### config.mk
export PLATFORM = sky130hd
export DESIGN_NAME = key_matrix_debounce_event_mapper_flat
export DESIGN_NICKNAME = d
export VERILOG_FILES = /design/src/hdl/kmd_pkg.sv /design/src/hdl/kmd_if.sv /design/src/hdl/kmd_cfg_regs.sv /design/src/hdl/kmd_scan_walker.sv /design/src/hdl/kmd_event_queue.sv /design/src/hdl/key_matrix_debounce_event_mapper.sv /design/src/flat_wrapper.sv
export SDC_FILE = /design/constraint.sdc
export NUM_CORES = 1
export LEC_CHECK = 0
export BUFFER_PORTS_ARGS = -buffer_cell sky130_fd_sc_hd__buf_2
export CORE_UTILIZATION = 45
export DETAILED_ROUTE_END_ITERATION = 10
export PLACE_DENSITY_LB_ADDON = 0.1
export SYNTH_ARGS = -nofsm -noshare
export SYNTH_HDL_FRONTEND = slang
export SYNTH_SLANG_ARGS = --single-unit
### constraint.sdc
create_clock -name clk -period 4.1 [get_ports clk]
set_input_delay 0.41 -clock clk [delete_from_list [all_inputs] [get_ports clk]]
set_output_delay 0.41 -clock clk [all_outputs]
set_load 0.03 [all_outputs]
### src/hdl/kmd_pkg.sv
// Types, constants and register codes of the key matrix debounce block.
// Depends on nothing; the other files of the block, apart from assert_macros.svh, use it.
package kmd_pkg;

  localparam int SCAN_W       = 40;
  localparam int IDX_W        = 6;
  localparam int LOCKOUT_BITS = 4;
  localparam int CFG_DW       = 64;
  localparam int CFG_AW       = 6;

  typedef logic [SCAN_W-1:0]       scan_t;
  typedef logic [IDX_W-1:0]        idx_t;
  typedef logic [LOCKOUT_BITS-1:0] lock_t;

  localparam int LOCK_MAX = (1 << LOCKOUT_BITS) - 1;

  // Event kinds as seen on the result channel.
  localparam logic [1:0] EV_NOTE_ON  = 2'd0;
  localparam logic [1:0] EV_NOTE_OFF = 2'd1;
  localparam logic [1:0] EV_CTRL     = 2'd2;

  localparam logic [6:0] VEL_PAD = 7'd127;
  localparam logic [6:0] VEL_KEY = 7'd100;
  localparam logic [6:0] VEL_CC  = 7'd127;
  localparam logic [6:0] VEL_OFF = 7'd0;

  // Bit map of one scan.
  localparam idx_t IDX_TOP   = idx_t'(SCAN_W - 1);
  localparam idx_t IDX_LAST  = idx_t'(0);
  localparam idx_t PAD_LAST  = idx_t'(7);
  localparam idx_t KEY_FIRST = idx_t'(8);
  localparam idx_t KEY_LAST  = idx_t'(32);
  localparam idx_t BTN_PLAY  = idx_t'(33);
  localparam idx_t BTN_MODE  = idx_t'(34);
  localparam idx_t BTN_POWER = idx_t'(35);

  typedef enum logic [2:0] {
    REG_DEBOUNCE   = 3'd0,
    REG_PAD_NOTES  = 3'd1,
    REG_LOWEST_KEY = 3'd2,
    REG_PAD_CHAN   = 3'd3,
    REG_KEY_CHAN   = 3'd4,
    REG_PLAY_CC    = 3'd5,
    REG_MODE_CC    = 3'd6,
    REG_POWER_CC   = 3'd7
  } reg_idx_t;

  typedef struct packed {
    logic [3:0]  debounce;
    logic [55:0] pad_notes;
    logic [6:0]  lowest_key;
    logic [3:0]  pad_chan;
    logic [3:0]  key_chan;
    logic [6:0]  play_cc;
    logic [6:0]  mode_cc;
    logic [6:0]  power_cc;
  } cfg_t;

  localparam cfg_t CFG_RESET = '{
    debounce:   4'd10,
    pad_notes:  56'd0,
    lowest_key: 7'd48,
    pad_chan:   4'd9,
    key_chan:   4'd0,
    play_cc:    7'd0,
    mode_cc:    7'd0,
    power_cc:   7'd0
  };

  typedef struct packed {
    logic [1:0] kind;
    logic [3:0] chan;
    logic [6:0] num;
    logic [6:0] val;
  } evt_t;

  // Walker to event queue: one event and the end-of-scan marker.
  typedef struct packed {
    logic push;
    logic scan_end;
    evt_t evt;
  } walk_ctl_t;

endpackage

### src/hdl/kmd_if.sv
// Valid/ready channel interfaces for scans in and events out.
// Depends on kmd_pkg for the payload types.
interface kmd_scan_if;
  logic               valid;
  logic               ready;
  kmd_pkg::scan_t     scan_bits;

  modport source (output valid, output scan_bits, input ready);
  modport sink   (input valid, input scan_bits, output ready);
endinterface

interface kmd_event_if;
  logic       valid;
  logic       ready;
  logic [1:0] event_kind;
  logic [3:0] midi_channel;
  logic [6:0] note_or_controller;
  logic [6:0] event_value;
  logic       last_of_scan;

  modport source (output valid, output event_kind, output midi_channel,
                  output note_or_controller, output event_value,
                  output last_of_scan, input ready);
  modport sink   (input valid, input event_kind, input midi_channel,
                  input note_or_controller, input event_value,
                  input last_of_scan, output ready);
endinterface

### src/hdl/kmd_cfg_regs.sv
// APB-style register file holding the eight configuration registers.
// Depends on kmd_pkg for the register codes and the cfg_t layout.
module kmd_cfg_regs (
  input  logic                         clk,
  input  logic                         rst_n,
  input  logic                         psel,
  input  logic                         penable,
  input  logic                         pwrite,
  input  logic [kmd_pkg::CFG_AW-1:0]   paddr,
  input  logic [kmd_pkg::CFG_DW-1:0]   pwdata,
  output logic [kmd_pkg::CFG_DW-1:0]   prdata,
  output logic                         pready,
  output kmd_pkg::cfg_t                cfg
);
  import kmd_pkg::*;

  cfg_t     cfg_r;
  cfg_t     cfg_nxt;
  reg_idx_t reg_sel;
  logic     wr_en;

  assign pready  = 1'b1;
  assign wr_en   = psel && penable && pwrite;
  assign reg_sel = reg_idx_t'(paddr[CFG_AW-1:3]);
  assign cfg     = cfg_r;

  always_comb begin
    cfg_nxt = cfg_r;
    if (wr_en) begin
      unique case (reg_sel)
        REG_DEBOUNCE:   cfg_nxt.debounce   = pwdata[3:0];
        REG_PAD_NOTES:  cfg_nxt.pad_notes  = pwdata[55:0];
        REG_LOWEST_KEY: cfg_nxt.lowest_key = pwdata[6:0];
        REG_PAD_CHAN:   cfg_nxt.pad_chan   = pwdata[3:0];
        REG_KEY_CHAN:   cfg_nxt.key_chan   = pwdata[3:0];
        REG_PLAY_CC:    cfg_nxt.play_cc    = pwdata[6:0];
        REG_MODE_CC:    cfg_nxt.mode_cc    = pwdata[6:0];
        REG_POWER_CC:   cfg_nxt.power_cc   = pwdata[6:0];
      endcase
    end
  end

  always_comb begin
    unique case (reg_sel)
      REG_DEBOUNCE:   prdata = CFG_DW'(cfg_r.debounce);
      REG_PAD_NOTES:  prdata = CFG_DW'(cfg_r.pad_notes);
      REG_LOWEST_KEY: prdata = CFG_DW'(cfg_r.lowest_key);
      REG_PAD_CHAN:   prdata = CFG_DW'(cfg_r.pad_chan);
      REG_KEY_CHAN:   prdata = CFG_DW'(cfg_r.key_chan);
      REG_PLAY_CC:    prdata = CFG_DW'(cfg_r.play_cc);
      REG_MODE_CC:    prdata = CFG_DW'(cfg_r.mode_cc);
      REG_POWER_CC:   prdata = CFG_DW'(cfg_r.power_cc);
    endcase
  end

  always_ff @(posedge clk) begin
    if (!rst_n) begin
      cfg_r <= CFG_RESET;
    end else begin
      cfg_r <= cfg_nxt;
    end
  end

endmodule

### src/hdl/kmd_scan_walker.sv
// Bit-serial scan walker: rotating shift chains for the accepted state and
// the lockout counters, one scan bit per cycle while q_ready is high. Depends on kmd_pkg and kmd_if.
module kmd_scan_walker (
  input  logic                  clk,
  input  logic                  rst_n,
  kmd_scan_if.sink              in_if,
  input  kmd_pkg::cfg_t         cfg,
  input  logic                  q_ready,
  output kmd_pkg::walk_ctl_t    ctl
);
  import kmd_pkg::*;

  typedef enum logic [1:0] {
    ST_IDLE = 2'b01,
    ST_WALK = 2'b10
  } state_t;

  state_t state_r, state_nxt;
  scan_t  scan_sr_r, scan_sr_nxt;
  scan_t  acc_sr_r, acc_sr_nxt;
  lock_t  lock_sr_r [SCAN_W];
  lock_t  lock_sr_nxt [SCAN_W];
  idx_t   idx_r, idx_nxt;

  logic   accept;
  logic   adv;
  logic   head_scan;
  logic   head_acc;
  lock_t  head_lock;
  logic   take;
  logic   new_acc;
  lock_t  lock_load;
  lock_t  lock_ld;
  lock_t  new_lock;
  logic   pressed;
  logic   emit;
  evt_t   evt;

  assign in_if.ready = (state_r == ST_IDLE);
  assign accept      = in_if.valid && in_if.ready;
  assign adv         = (state_r == ST_WALK) && q_ready;

  // Counter load saturates at what the counter can hold.
  assign lock_load = (9'(cfg.debounce) > 9'(LOCK_MAX)) ? lock_t'(LOCK_MAX)
                                                       : lock_t'(cfg.debounce);

  assign head_scan = scan_sr_r[SCAN_W-1];
  assign head_acc  = acc_sr_r[SCAN_W-1];
  assign head_lock = lock_sr_r[SCAN_W-1];
  assign take      = (head_scan ^ head_acc) && (head_lock == '0);
  assign new_acc   = take ? head_scan : head_acc;
  assign lock_ld   = take ? lock_load : head_lock;
  assign new_lock  = (lock_ld != '0) ? lock_ld - lock_t'(1) : lock_ld;
  assign pressed   = !head_scan;

  always_comb begin
    emit     = take;
    evt.kind = pressed ? EV_NOTE_ON : EV_NOTE_OFF;
    evt.chan = cfg.key_chan;
    evt.num  = cfg.lowest_key;
    evt.val  = pressed ? VEL_CC : VEL_OFF;
    priority if (idx_r <= PAD_LAST) begin
      evt.chan = cfg.pad_chan;
      evt.num  = cfg.pad_notes[7*idx_r[2:0] +: 7];
      evt.val  = pressed ? VEL_PAD : VEL_OFF;
    end else if (idx_r <= KEY_LAST) begin
      evt.num  = cfg.lowest_key + 7'(idx_r - KEY_FIRST);
      evt.val  = pressed ? VEL_KEY : VEL_OFF;
    end else if (idx_r == BTN_PLAY) begin
      evt.kind = EV_CTRL;
      evt.num  = cfg.play_cc;
    end else if (idx_r == BTN_MODE) begin
      evt.kind = EV_CTRL;
      evt.num  = cfg.mode_cc;
    end else if (idx_r == BTN_POWER) begin
      evt.kind = EV_CTRL;
      evt.num  = cfg.power_cc;
    end else begin
      emit = 1'b0;
    end
  end

  assign ctl.push     = adv && emit;
  assign ctl.scan_end = adv && (idx_r == IDX_LAST);
  assign ctl.evt      = evt;

  always_comb begin
    state_nxt   = state_r;
    scan_sr_nxt = scan_sr_r;
    acc_sr_nxt  = acc_sr_r;
    lock_sr_nxt = lock_sr_r;
    idx_nxt     = idx_r;
    unique case (state_r)
      ST_IDLE: begin
        if (accept) begin
          scan_sr_nxt = in_if.scan_bits;
          idx_nxt     = IDX_TOP;
          state_nxt   = ST_WALK;
        end
      end
      ST_WALK: begin
        if (adv) begin
          scan_sr_nxt = {scan_sr_r[SCAN_W-2:0], 1'b0};
          acc_sr_nxt  = {acc_sr_r[SCAN_W-2:0], new_acc};
          for (int k = SCAN_W - 1; k > 0; k--) begin
            lock_sr_nxt[k] = lock_sr_r[k-1];
          end
          lock_sr_nxt[0] = new_lock;
          idx_nxt        = idx_r - idx_t'(1);
          if (idx_r == IDX_LAST) begin
            state_nxt = ST_IDLE;
          end
        end
      end
    endcase
  end

  always_ff @(posedge clk) begin
    if (!rst_n) begin
      state_r   <= ST_IDLE;
      acc_sr_r  <= '1;
      lock_sr_r <= '{default: '0};
      idx_r     <= IDX_TOP;
    end else begin
      state_r   <= state_nxt;
      acc_sr_r  <= acc_sr_nxt;
      lock_sr_r <= lock_sr_nxt;
      idx_r     <= idx_nxt;
    end
  end

  always_ff @(posedge clk) begin
    scan_sr_r <= scan_sr_nxt;
  end

endmodule

### src/hdl/kmd_event_queue.sv
// Holding stage and output register for events; an event is held back one
// step so the final event of a scan can be flagged. Depends on kmd_pkg, kmd_if.
module kmd_event_queue (
  input  logic                 clk,
  input  logic                 rst_n,
  input  kmd_pkg::walk_ctl_t   ctl,
  output logic                 q_ready,
  kmd_event_if.source          out_if
);
  import kmd_pkg::*;

  evt_t hold_r, hold_nxt;
  logic hold_vld_r, hold_vld_nxt;
  logic hold_fin_r, hold_fin_nxt;
  evt_t out_r, out_nxt;
  logic out_last_r, out_last_nxt;
  logic out_vld_r, out_vld_nxt;
  logic out_free;

  assign out_free = !out_vld_r || out_if.ready;
  assign q_ready  = out_free && !hold_fin_r;

  always_comb begin
    hold_nxt     = hold_r;
    hold_vld_nxt = hold_vld_r;
    hold_fin_nxt = hold_fin_r;
    out_nxt      = out_r;
    out_last_nxt = out_last_r;
    out_vld_nxt  = out_vld_r && !out_if.ready;
    priority if (hold_fin_r) begin
      // The held event closes its scan; send it once the output is free.
      if (out_free) begin
        out_nxt      = hold_r;
        out_last_nxt = 1'b1;
        out_vld_nxt  = 1'b1;
        hold_vld_nxt = 1'b0;
        hold_fin_nxt = 1'b0;
      end
    end else if (ctl.push) begin
      if (hold_vld_r) begin
        out_nxt      = hold_r;
        out_last_nxt = 1'b0;
        out_vld_nxt  = 1'b1;
      end
      hold_nxt     = ctl.evt;
      hold_vld_nxt = 1'b1;
      hold_fin_nxt = ctl.scan_end;
    end else if (ctl.scan_end && hold_vld_r) begin
      out_nxt      = hold_r;
      out_last_nxt = 1'b1;
      out_vld_nxt  = 1'b1;
      hold_vld_nxt = 1'b0;
    end else begin
      // Nothing moves into the holding stage on this cycle.
      hold_nxt = hold_r;
    end
  end

  always_ff @(posedge clk) begin
    if (!rst_n) begin
      hold_vld_r <= 1'b0;
      hold_fin_r <= 1'b0;
      out_vld_r  <= 1'b0;
    end else begin
      hold_vld_r <= hold_vld_nxt;
      hold_fin_r <= hold_fin_nxt;
      out_vld_r  <= out_vld_nxt;
    end
  end

  always_ff @(posedge clk) begin
    hold_r     <= hold_nxt;
    out_r      <= out_nxt;
    out_last_r <= out_last_nxt;
  end

  assign out_if.valid              = out_vld_r;
  assign out_if.event_kind         = out_r.kind;
  assign out_if.midi_channel       = out_r.chan;
  assign out_if.note_or_controller = out_r.num;
  assign out_if.event_value        = out_r.val;
  assign out_if.last_of_scan       = out_last_r;

endmodule

### src/hdl/key_matrix_debounce_event_mapper.sv
// Channel     Direction  Handshake              Payload
// in_if       sink       valid/ready            scan_bits (40 bits, 0 = pressed)
// out_if      source     valid/ready            kind, channel, note/cc, value, last
// cfg_*       APB slave  psel/penable/pready    eight registers, 64-bit data, 8-byte step
//
// A scan is taken while the block is idle and then walked bit by bit, bit 39
// first, through the 40-entry shift chains. A stalled result output freezes
// the walk until the output register frees up. in_if.ready is high only
// while no walk is running. Reset is synchronous and active low: all
// buttons released, every lockout counter cleared, registers at defaults.
//
// Top level of the key matrix scanner with per-button debounce lockout and
// event mapping. Depends on kmd_pkg, kmd_if, kmd_cfg_regs, kmd_scan_walker
// and kmd_event_queue.
module key_matrix_debounce_event_mapper (
  input  logic                        clk,
  input  logic                        rst_n,
  kmd_scan_if.sink                    in_if,
  kmd_event_if.source                 out_if,
  input  logic                        cfg_psel,
  input  logic                        cfg_penable,
  input  logic                        cfg_pwrite,
  input  logic [kmd_pkg::CFG_AW-1:0]  cfg_paddr,
  input  logic [kmd_pkg::CFG_DW-1:0]  cfg_pwdata,
  output logic [kmd_pkg::CFG_DW-1:0]  cfg_prdata,
  output logic                        cfg_pready
);
  import kmd_pkg::*;

  cfg_t      cfg;
  walk_ctl_t walk_ctl;
  logic      q_ready;

  // Configuration registers. Writes must arrive only while no scan is in
  // flight; the block does not enforce this, and the walker reads them directly.
  kmd_cfg_regs u_cfg_regs (
    .clk     (clk),
    .rst_n   (rst_n),
    .psel    (cfg_psel),
    .penable (cfg_penable),
    .pwrite  (cfg_pwrite),
    .paddr   (cfg_paddr),
    .pwdata  (cfg_pwdata),
    .prdata  (cfg_prdata),
    .pready  (cfg_pready),
    .cfg     (cfg)
  );

  // The walker rotates the accepted-state and lockout chains by one position
  // per cycle while q_ready is high. The chain head is compared with the head
  // of the scan register; a change on an unlocked bit flips the accepted bit,
  // reloads its counter and may produce an event. The counter is decremented
  // on its way back into the tail, which is the same as the end-of-scan
  // decrement since each counter passes the head exactly once per scan.
  kmd_scan_walker u_walker (
    .clk     (clk),
    .rst_n   (rst_n),
    .in_if   (in_if),
    .cfg     (cfg),
    .q_ready (q_ready),
    .ctl     (walk_ctl)
  );

  // Events are held back by one so that the final one of a scan can carry
  // the last-of-scan flag; the output register holds the result for the
  // downstream ready, which also reaches the walker through q_ready.
  kmd_event_queue u_event_queue (
    .clk     (clk),
    .rst_n   (rst_n),
    .ctl     (walk_ctl),
    .q_ready (q_ready),
    .out_if  (out_if)
  );

endmodule

### src/flat_wrapper.sv
// flat-port wrapper written by rule: the top's interface ports become plain ports
module key_matrix_debounce_event_mapper_flat import kmd_pkg::*;
  (clk, rst_n, cfg_psel, cfg_penable, cfg_pwrite, cfg_paddr, cfg_pwdata, cfg_prdata, cfg_pready, in_if_valid, in_if_scan_bits, in_if_ready, out_if_valid, out_if_event_kind, out_if_midi_channel, out_if_note_or_controller, out_if_event_value, out_if_last_of_scan, out_if_ready);
  kmd_scan_if in_if_i ();
  kmd_event_if out_if_i ();
  input  logic clk;
  input  logic rst_n;
  input  logic cfg_psel;
  input  logic cfg_penable;
  input  logic cfg_pwrite;
  input  logic [kmd_pkg::CFG_AW-1:0] cfg_paddr;
  input  logic [kmd_pkg::CFG_DW-1:0] cfg_pwdata;
  output logic [kmd_pkg::CFG_DW-1:0] cfg_prdata;
  output logic cfg_pready;
  input wire logic [$bits(in_if_i.valid)-1:0] in_if_valid;
  input wire logic [$bits(in_if_i.scan_bits)-1:0] in_if_scan_bits;
  output wire logic [$bits(in_if_i.ready)-1:0] in_if_ready;
  output wire logic [$bits(out_if_i.valid)-1:0] out_if_valid;
  output wire logic [$bits(out_if_i.event_kind)-1:0] out_if_event_kind;
  output wire logic [$bits(out_if_i.midi_channel)-1:0] out_if_midi_channel;
  output wire logic [$bits(out_if_i.note_or_controller)-1:0] out_if_note_or_controller;
  output wire logic [$bits(out_if_i.event_value)-1:0] out_if_event_value;
  output wire logic [$bits(out_if_i.last_of_scan)-1:0] out_if_last_of_scan;
  input wire logic [$bits(out_if_i.ready)-1:0] out_if_ready;
  assign in_if_i.valid = in_if_valid;
  assign in_if_i.scan_bits = in_if_scan_bits;
  assign in_if_ready = in_if_i.ready;
  assign out_if_valid = out_if_i.valid;
  assign out_if_event_kind = out_if_i.event_kind;
  assign out_if_midi_channel = out_if_i.midi_channel;
  assign out_if_note_or_controller = out_if_i.note_or_controller;
  assign out_if_event_value = out_if_i.event_value;
  assign out_if_last_of_scan = out_if_i.last_of_scan;
  assign out_if_i.ready = out_if_ready;
  key_matrix_debounce_event_mapper u_core (.clk(clk), .rst_n(rst_n), .in_if(in_if_i), .out_if(out_if_i), .cfg_psel(cfg_psel), .cfg_penable(cfg_penable), .cfg_pwrite(cfg_pwrite), .cfg_paddr(cfg_paddr), .cfg_pwdata(cfg_pwdata), .cfg_prdata(cfg_prdata), .cfg_pready(cfg_pready));
endmodule
==> flow_summary.yaml <==
critical_path:
  criticalPathCategory: "reg -> reg"
  cp_max_fo: 16
  cp-start-kind: "flop"
  path_cells: "nor4b_4, o31ai_2, a2111oi_4, o21ai_2, nand2_1"
  cp-end-kind: "flop"
  ff2ff_path_depth: 5
  cp_slowest_cell: "nor4b_4"
  worstPathArrival_ps: 3070
  slowest_delay_ps: 640
  crit_required_ps: 4300
logic_synthesis:
  seq_area_frac_synth_pct: 51.2
  ys.warnings.count: 0
  syn_area_mm2: 0.0162
  synth_edf_count: 71
  async_flop_share_pct: 0
  synth_seq_cells: 378
  avgSynthCellArea_um2: 9.20
  synth_cells: 1758
  ys_types: 60
  synth_ff_type: "dfxtp_1"
cts:
  cts_tree: "done"
  cts_buffers: 41
  post_cts_resized: 0
  clk_pin_slew_ps: 60
  cts.sinks: 378
  h-tree-depth: 2
  clock_latency_ps: 580
  cts_root_buf: "clkbuf_16"
  clk_path_buf_depth: 3
  post_cts_buffers: 0
  hold_buffers: 0
grt:
  grt_pass1_vias: 11000
  overflow: 0
  grt_first_pass_wirelength_um: 57800
  track_usage_pct: 19.7
  antenna_found_initial: 4
  grt_max_degree: 201
finish:
  final_core_util_pct: 52.7
  nNetsFinal: 2009
  syn_to_final_growth_pct: 15.6
  layout_common_cells: "nand2_1, dfxtp_1, a21boi_0"
  drive_above_1_share_pct: 17.5
  final_common_cell: "nand2_1"
  fin_cells: 2367
sta:
  maxSlewViolCount: 0
  rsz0062_at_grt: "false"
  worst_pin_slew_ps: 983
  fin_skew_ps: 20.6
  worst_hold_slack_ps: 77.0
  period_share_pct: 69.9
  final-hold-violation-count: 0
  setup_tns_ps: 0
  min_period_ps: 2870
  slew_headroom_pct: 34.2
  finalSetupViolCount: 0
  clock.fmax_mhz: 349
pwr:
  power_w: 0.00808
  internal_power_w: 0.00623
  p_leak_nw: 7.06
  pwr-share-clk_pct: 45.8
  peakVddDrop_mv: 0.408
  p_seq_share_pct: 48.4
  power_density_mw_per_mm2: 432
  comb_power_share_pct: 5.8
  switchingPower_w: 0.00184
  sw_frac_of_total_pct: 22.8
die:
  die_y_um: 192
  die-area_mm2: 0.0367
  die-width_um: 192
  core_area_mm2: 0.0355
  num_rows: 69
  initial_core_util_pct: 45.6
  ios: 205
drt:
  final_antenna_net_count: 0
  totalWireLength_um: 36600
  drt_iter0_drc: 813
  wire_per_inst_um: 15.4
  drtPass1Iterations: 5
  viasPerCell: 5.12
  drc: 0
  vias: 12100
worst_hold_path:
  min_path_cells: 3
  min_path_type: "in -> reg"
run_status:
  outcome: "finished, final reports clean"
run:
  maxCapViolations: 0
place:
  io_buffers: 184
  finalWeightedCongestion: 0.862
  dp_hpwl_um: 23400
  dp_cells: 2292
-- synthesized netlist by cell type (all sizes together) (33+ instances only) --
master	instances	area share, %
nor2	33	0.77
o21ai	33	1.0
clkbuf	107	2.5
mux2	41	2.9
a21boi	215	10
nand3	49	1.5
nand2	560	13
and2	52	2.0
mux2i	53	3.3
nor2b	43	1.7
edfxtp	71	13
dfxtp	307	38
-- flip-flops by register name, indices dropped and copies added (netlist names), 2 cells and up --
name / flops
u_core.u_walker.head_lock: 4
u_core.u_event_queue.out_if.event_value: 2
u_core.u_event_queue.hold_r: 15
u_core.u_walker.idx_r: 6
u_core.u_cfg_regs.cfg: 96
u_core.u_event_queue.out_if.note_or_controller: 7
u_core.u_walker.scan_sr_r: 40
u_core.u_event_queue.out_if.event_kind: 2
u_core.u_walker.lock_sr_r: 156
u_core.u_walker.acc_sr_r: 40
u_core.u_event_queue.out_if.midi_channel: 4
u_core.u_walker.state_r: 2
-- per-layer routing --
layer  routed length [um]  GRT usage [%]  vias up
met1                17400           27.1     5750
met5                    0              0        -
met2                16700           30.5      223
met3                 1630           4.13       63
li1                     -              -     6077
met4                  864           7.02        0
-- logic make-up (layout without fill, tap and decap cells) --
logic type / count (synthesis) / in the layout / synth area share, %
other: 2 / 13 / 0.0465
flip-flops: 378 / 378 / 51.2
AND/OR/NAND/NOR: 770 / 770 / 20.5
AO/OA/AOI/OAI: 309 / 309 / 13.9
multiplexers: 109 / 109 / 8.23
XOR/XNOR: 10 / 10 / 0.542
adder cells (fa/ha/maj): 18 / 18 / 1.44
buffers and inverters: 162 / 299 / 4.19
-- worst max-delay path, delay by kind of cell, from the launching register on --
kind	cells	cell delay, ps
flops	1	560
simple gates	2	1170
compound gates	3	750
-- stage by stage --
stage               worst slack (ps)  area, um^2
floorplan                        583       16200
finish                          1230       18700
global placement                1300       17300
detailed placement              1280       17300
global route                    1080       18700
CTS                             1260       18700
-- path summary, 6_finish.rpt --
kind	startpoint	to	slack [ps]
max	u_core.u_walker.idx_r[2]$_SDFFE_PN1P_	u_core.u_event_queue.out_if.note_or_controller[1]$_DFFE_PP_	1230
min	cfg_pwdata[31]	u_core.u_cfg_regs.cfg[67]$_SDFFE_PN0P_	80
max reg2reg	u_core.u_walker.idx_r[2]$_SDFFE_PN1P_	u_core.u_event_queue.out_if.note_or_controller[1]$_DFFE_PP_	1230
min reg2reg	u_core.u_event_queue.hold_r[13]$_DFFE_PP_	u_core.u_event_queue.out_if.note_or_controller[6]$_DFFE_PP_	410
-- final cells by class --
| type | instances | area, um^2 |
|---|---|---|
| Fill cell | 3252 | 16800 |
| Antenna cell | 4 | 10.0 |
| Inverter | 26 | 97.6 |
| Clock buffer | 59 | 1160 |
| Multi-Input combinational cell | 1225 | 7270 |
| Sequential cell | 378 | 8280 |
| Tap cell | 461 | 577 |
| Timing Repair Buffer | 202 | 1100 |
| Clock inverter | 12 | 186 |
-- power groups by stage --
stage	registers, W	clock network (W)	logic [W]
finish	0.00391	0.00370	0.000465
global route	0.00392	0.00396	0.000514
CTS	0.00391	0.00381	0.000471
detailed placement	0.00399	0	0.000468
global placement	0.00399	0	0.000465
floorplan	0.00398	0	0.000339
No activity file was read; power rests on OpenSTA's default activity.
